$ cat src/hw/rtl/ttps_pkg.sv
package ttps_pkg;

    localparam int KEY_W   = 64;
    localparam int SCORE_W = 18;
    localparam int DEPTH_W = 8;
    localparam int KIND_W  = 2;
    localparam int SQ_W    = 7;
    localparam int PROMO_W = 8;
    localparam int MOVE_W  = 2 * SQ_W + PROMO_W;

    localparam int TABLE_ENTRIES_DEF = 4096;
    localparam int TABLE_ENTRIES_MAX = 16777216;

    localparam logic ACT_STORE = 1'b0;
    localparam logic ACT_PROBE = 1'b1;

    localparam logic [KIND_W-1:0] KIND_EXACT = 2'd0;
    localparam logic [KIND_W-1:0] KIND_LOWER = 2'd1;
    localparam logic [KIND_W-1:0] KIND_UPPER = 2'd2;

    localparam int S_DATA_W = 152;
    localparam int M_DATA_W = 48;

    // Input transaction payload, first field in the low bits.
    typedef struct packed {
        logic [1:0]         pad;
        logic [PROMO_W-1:0] move_promotion;
        logic [SQ_W-1:0]    move_target;
        logic [SQ_W-1:0]    move_origin;
        logic [SCORE_W-1:0] beta_bound;
        logic [SCORE_W-1:0] alpha_bound;
        logic [KIND_W-1:0]  bound_kind;
        logic [DEPTH_W-1:0] search_depth;
        logic [SCORE_W-1:0] score_in;
        logic [KEY_W-1:0]   position_key;
    } req_t;

    typedef struct packed {
        logic [5:0]         pad;
        logic [PROMO_W-1:0] best_promotion;
        logic [SQ_W-1:0]    best_target;
        logic [SQ_W-1:0]    best_origin;
        logic [SCORE_W-1:0] score_out;
        logic               move_valid;
        logic               hit;
    } result_t;

    // One table slot; move packs origin low, then target, then promotion.
    typedef struct packed {
        logic [MOVE_W-1:0]  move;
        logic [KIND_W-1:0]  kind;
        logic [DEPTH_W-1:0] depth;
        logic [SCORE_W-1:0] score;
        logic [KEY_W-1:0]   key;
    } entry_t;

    localparam int ENTRY_W = $bits(entry_t);

endpackage

$ cat src/hw/rtl/ttps_slot_mod.sv
// Slot index = key mod TABLE_ENTRIES. Power of two: low bits, ready the cycle
// after start. Otherwise the key is folded in a byte at a time, MSB first,
// each byte going through a reciprocal quotient estimate, a subtract and one
// corrective subtract; done rises after the last byte.
module ttps_slot_mod
    import ttps_pkg::*;
#(
    parameter int TABLE_ENTRIES = TABLE_ENTRIES_DEF
) (
    input  logic                             clk,
    input  logic                             rst_n,
    input  logic                             start,
    input  logic [KEY_W-1:0]                 key,
    output logic                             done,
    output logic [$clog2(TABLE_ENTRIES)-1:0] rem
);

    localparam int IDX_W   = $clog2(TABLE_ENTRIES);
    localparam int X_W     = 32;
    localparam int BYTE_W  = 8;
    localparam int NBYTES  = KEY_W / BYTE_W;
    localparam int CNT_W   = $clog2(NBYTES);
    localparam bit IS_POW2 = ((TABLE_ENTRIES & (TABLE_ENTRIES - 1)) == 0);
    localparam logic [X_W-1:0] N_X = X_W'(TABLE_ENTRIES);
    // floor(2^32 / N): the estimate is the true quotient or one short
    localparam logic [X_W-1:0] RECIP = X_W'((64'd1 << X_W) / 64'(TABLE_ENTRIES));

    typedef enum logic [3:0] {
        PH_IDLE = 4'b0001,
        PH_EST  = 4'b0010,
        PH_SUB  = 4'b0100,
        PH_FIX  = 4'b1000
    } phase_t;

    phase_t             phase_reg;
    logic               done_reg;
    logic [CNT_W-1:0]   cnt_reg;
    logic [KEY_W-1:0]   sh_reg;
    logic [IDX_W-1:0]   rem_reg;
    logic [X_W-1:0]     x_reg;
    logic [BYTE_W-1:0]  q_reg;
    logic [X_W-1:0]     diff_reg;
    logic [X_W-1:0]     x_next;
    logic [2*X_W-1:0]   prod;
    logic [X_W-1:0]     qn;
    logic [IDX_W-1:0]   rem_fix;

    // rem < N <= 2^24, so rem:byte always fits 32 bits
    always_comb
    begin
        x_next = X_W'({rem_reg, sh_reg[KEY_W-1 -: BYTE_W]});
        prod   = {{X_W{1'b0}}, x_next} * {{X_W{1'b0}}, RECIP};
        qn     = X_W'(q_reg) * N_X;
        if (diff_reg >= N_X)
        begin
            rem_fix = IDX_W'(diff_reg - N_X);
        end
        else
        begin
            rem_fix = IDX_W'(diff_reg);
        end
    end

    always_ff @(posedge clk or negedge rst_n)
    begin
        if (!rst_n)
        begin
            phase_reg <= PH_IDLE;
            done_reg  <= 1'b0;
            cnt_reg   <= '0;
        end
        else
        begin
            done_reg <= 1'b0;
            if (start)
            begin
                cnt_reg <= '0;
                if (IS_POW2)
                begin
                    done_reg <= 1'b1;
                end
                else
                begin
                    phase_reg <= PH_EST;
                end
            end
            else
            begin
                unique case (phase_reg)
                    PH_IDLE: phase_reg <= PH_IDLE;
                    PH_EST:  phase_reg <= PH_SUB;
                    PH_SUB:  phase_reg <= PH_FIX;
                    PH_FIX:
                    begin
                        cnt_reg <= cnt_reg + 1'b1;
                        if (cnt_reg == CNT_W'(NBYTES - 1))
                        begin
                            phase_reg <= PH_IDLE;
                            done_reg  <= 1'b1;
                        end
                        else
                        begin
                            phase_reg <= PH_EST;
                        end
                    end
                    default: phase_reg <= PH_IDLE;
                endcase
            end
        end
    end

    always_ff @(posedge clk)
    begin
        if (start)
        begin
            sh_reg <= key;
            if (IS_POW2)
            begin
                rem_reg <= key[IDX_W-1:0];
            end
            else
            begin
                rem_reg <= '0;
            end
        end
        else if (phase_reg == PH_EST)
        begin
            x_reg  <= x_next;
            q_reg  <= prod[X_W +: BYTE_W];
            sh_reg <= {sh_reg[KEY_W-BYTE_W-1:0], {BYTE_W{1'b0}}};
        end
        else if (phase_reg == PH_SUB)
        begin
            diff_reg <= x_reg - qn;
        end
        else if (phase_reg == PH_FIX)
        begin
            rem_reg <= rem_fix;
        end
    end

    assign done = done_reg;
    assign rem  = rem_reg;

endmodule

$ cat config.mk
export PLATFORM = sky130hd
export DESIGN_NAME = ttps_slot_mod
export DESIGN_NICKNAME = d
export VERILOG_FILES = /design/src/hw/rtl/ttps_pkg.sv /design/src/hw/rtl/ttps_slot_mod.sv
export SDC_FILE = /design/constraint.sdc
export NUM_CORES = 1
export LEC_CHECK = 0
export BUFFER_PORTS_ARGS = -buffer_cell sky130_fd_sc_hd__buf_2
export CAP_MARGIN = 5
export CORE_MARGIN = 2
export CORE_UTILIZATION = 55
export CTS_CLUSTER_DIAMETER = 120
export CTS_CLUSTER_SIZE = 30
export DETAILED_ROUTE_END_ITERATION = 12
export PLACE_DENSITY = 0.79
export SYNTH_ARGS = -nofsm -noshare
export SYNTH_HDL_FRONTEND = slang
export SYNTH_SLANG_ARGS = --single-unit
$ cat constraint.sdc
create_clock -name clk -period 7.3 [get_ports clk]
set_clock_uncertainty 0.2 [all_clocks]
set_input_delay 1.095 -clock clk [delete_from_list [all_inputs] [get_ports clk]]
set_output_delay 1.095 -clock clk [all_outputs]
set_load 0.01 [all_outputs]
==> results.sh <==
export IMPL_status="completed"
export IMPL_post_cts_buffers=0
export IMPL_hp_start="x_reg[0]"
export IMPL_cp_slowest_stage_delay_ps=680
export IMPL_cts_buffers=9
export IMPL_maxSlewHeadroom_pct=39.5
export IMPL_num_antenna_cells=0
export IMPL_rsz0062_at_grt="false"
export IMPL_yosysUniqueCellTypes=26
export IMPL_syn_area_um2=4310
export IMPL_numPortBuffers=79
export IMPL_nets=384
export IMPL_fmax_mhz=293
export IMPL_worstSetupPathType="primary input to register"
export IMPL_whs_endpoint="diff_reg[0]"
export IMPL_grt_start_max_net_pins=85
export IMPL_yosysWarnings=0
export IMPL_finalMaxSlewViolations=0
export IMPL_hpwl_mm=4.41
export IMPL_clockRootBuffer="clkbuf_8"
export IMPL_crit_arrival_ps=3210
export IMPL_clk_latency_ps=360
export IMPL_htreeDepth=3
export IMPL_coreArea_um2=7650
export IMPL_cts_resized=0
export IMPL_synth_nets=312
export IMPL_fin_crit_sh_pct=46.8
export IMPL_cp_required_ps=7090
export IMPL_drt_total_wl_mm=6.70
export IMPL_final_cell_mix="100 x edfxtp_1, 78 x buf_2, 52 x mux2_2"
export IMPL_io_pins=80
export IMPL_min_path_cells=0
export IMPL_clkTransAtPathRegs_ps=100
export IMPL_via_count=2145
export IMPL_seq_area_frac_synth_pct=74.3
export IMPL_power_leakage_nw=1.95
export IMPL_period_minus_slack_ps=3420
export IMPL_drtIter0Drc=113
export IMPL_avgSynthCellArea_um2=17.7
export IMPL_cts_sinks=108
export IMPL_reg2reg_depth=3
export IMPL_setup_viol=0
export IMPL_path_buf_inv=3
export IMPL_dr_pass1_iters=4
export IMPL_r2r_end="sh_reg[19]"
export IMPL_tns_ps=0
export IMPL_synth_seq_cells=108
export IMPL_synthArstFlopShare_pct=7.41
export IMPL_place_congestion=0.726
export IMPL_worstMarginPinSlew_ps=907
export IMPL_drive_gt1_share_pct=49.1
export IMPL_cpLargestDelayFamily="buffers and inverters"
export IMPL_cap_viol_max_count=0
export IMPL_track_usage_pct=17.1
export IMPL_seqCellArea_um2=3200
export IMPL_ir_worst_vdd_mv=0.137
export IMPL_area_delta_synth_final_pct=16.0
export IMPL_hold_viol_final=0
export IMPL_antenna_found_initial=0
export IMPL_multi_input_area_um2=962
export IMPL_final_common_cell="edfxtp_1"
export IMPL_grt_pass1_wl_mm=10.7
export IMPL_r2r_start="phase_reg[2]"
export IMPL_cp_max_fo=84
export IMPL_clockBufferDepth=2
export IMPL_avgRoutedWirePerCell_um=15.9
export IMPL_powerDensity_nw_per_um2=245
export IMPL_synth_edf_count=100
export IMPL_final_cells=422
export IMPL_crit_top_cell="buf_4"
export IMPL_overflow=0
export IMPL_post_place_cells=406
export IMPL_cts_tree="done"
export IMPL_worst_path_max_delay_cell="buf_4"
export IMPL_hold_buffers=0
export IMPL_via_per_inst=5.08
export IMPL_largest_register_ffs=64
export IMPL_ant_nets=0
export IMPL_start_util_pct=56.4
export IMPL_dieArea_um2=8560
export IMPL_syn_inst=243
export IMPL_rows=32
export IMPL_r2r_slack_ps=5110
export IMPL_drc_errors=0
export IMPL_cp_end_kind="register"
export IMPL_grt_pass1_vias=2216
export IMPL_hp_class="register to register"
export IMPL_start_kind="primary input"
export IMPL_fillers=562
export IMPL_die_x_um=92.5
export IMPL_synth_flop_cell="edfxtp_1"
export IMPL_crit_chain="buf_4, clkinv_1, o31ai_4, buf_4"
export IMPL_die_height_um=92.5
## how the worst max path moves through the flow
stage | from | to | slack [ps] | depth (start not counted)
after floorplan | phase_reg[2] | sh_reg[0] | 1170 | 2
after global placement | start | sh_reg[34] | 3530 | 4
after detailed placement | start | sh_reg[36] | 3500 | 4
after CTS | start | sh_reg[52] | 3860 | 4
after global routing | start | sh_reg[52] | 3650 | 4
final | start | sh_reg[19] | 3880 | 4
## synth_stat cells, drive strengths merged (2+ instances only)
library cell	count	area, um^2
and2	8	50.1
a21o	10	76.3
inv	9	33.8
dfrtp	7	175
mux2	52	586
nor4	2	12.5
nand2	6	22.5
mux2i	2	20.0
buf	19	125
clkbuf	2	7.51
o21ai	8	40.0
nor2	4	15.0
o31ai	2	15.0
nand2b	2	12.5
edfxtp	100	3000
ha	2	25.0
nor4b	2	32.5
## metal layers
metal	GRT usage, %	vias to the layer above	share of wire, %
li1	-	1041	-
met1	23.9	1032	48
met2	26.4	67	46
met3	4.96	5	5.5
met4	4.85	0	0.43
met5	0	-	0
## cell type report
class / instances / share of cell area [%]
clock inverters: 7 / 2.48
flip-flops and latches: 108 / 64.1
inverters: 10 / 0.751
well taps: 102 / 2.55
multi-input cells: 104 / 19.2
repair buffers: 82 / 8.41
clock buffers: 9 / 2.48
## where the power goes
part / switching (mW) / total [mW] / internal [mW]
Sequential: 0.00966 / 0.722 / 0.712
Combinational: 0.0361 / 0.0777 / 0.0416
Clock: 0.197 / 0.428 / 0.230
Total: 0.243 / 1.23 / 0.984
## cells by family after synthesis
logic type                 share of synthesized area (%)
DFF                                                 74.3
and+or+nand+nor                                     3.51
adders and majority gates                          0.580
xor gates and xnor gates                           0.203
AOI/OAI and AO/OA                                   3.37
muxes                                               14.0
buffers and inverters                               3.95
## worst reg2reg max path: cells and delay by family, from the launching register on
family,cells,cell delay (ps)
AOI/OAI and AO/OA,1,200
buffers and inverters,1,670
DFF,1,460
and+or+nand+nor,1,250
## through the flow
stage / hold slack (ps) / utilization [%] / worst slack (ps) / instance area [um^2] / power (mW)
2_1_floorplan: 200 / - / 1170 / 4310 / 0.786
3_3_place_gp: 200 / 62.1 / 3530 / 4750 / 0.811
3_5_place_dp: 205 / 62.1 / 3500 / 4750 / 0.815
4_1_cts: 221 / 65.4 / 3860 / 5000 / 1.24
5_1_grt: 226 / 65.4 / 3650 / 5000 / 1.27
6_report: 222 / 65.4 / 3880 / 5000 / 1.23
Note: power is estimated with default switching activity, not from simulation.
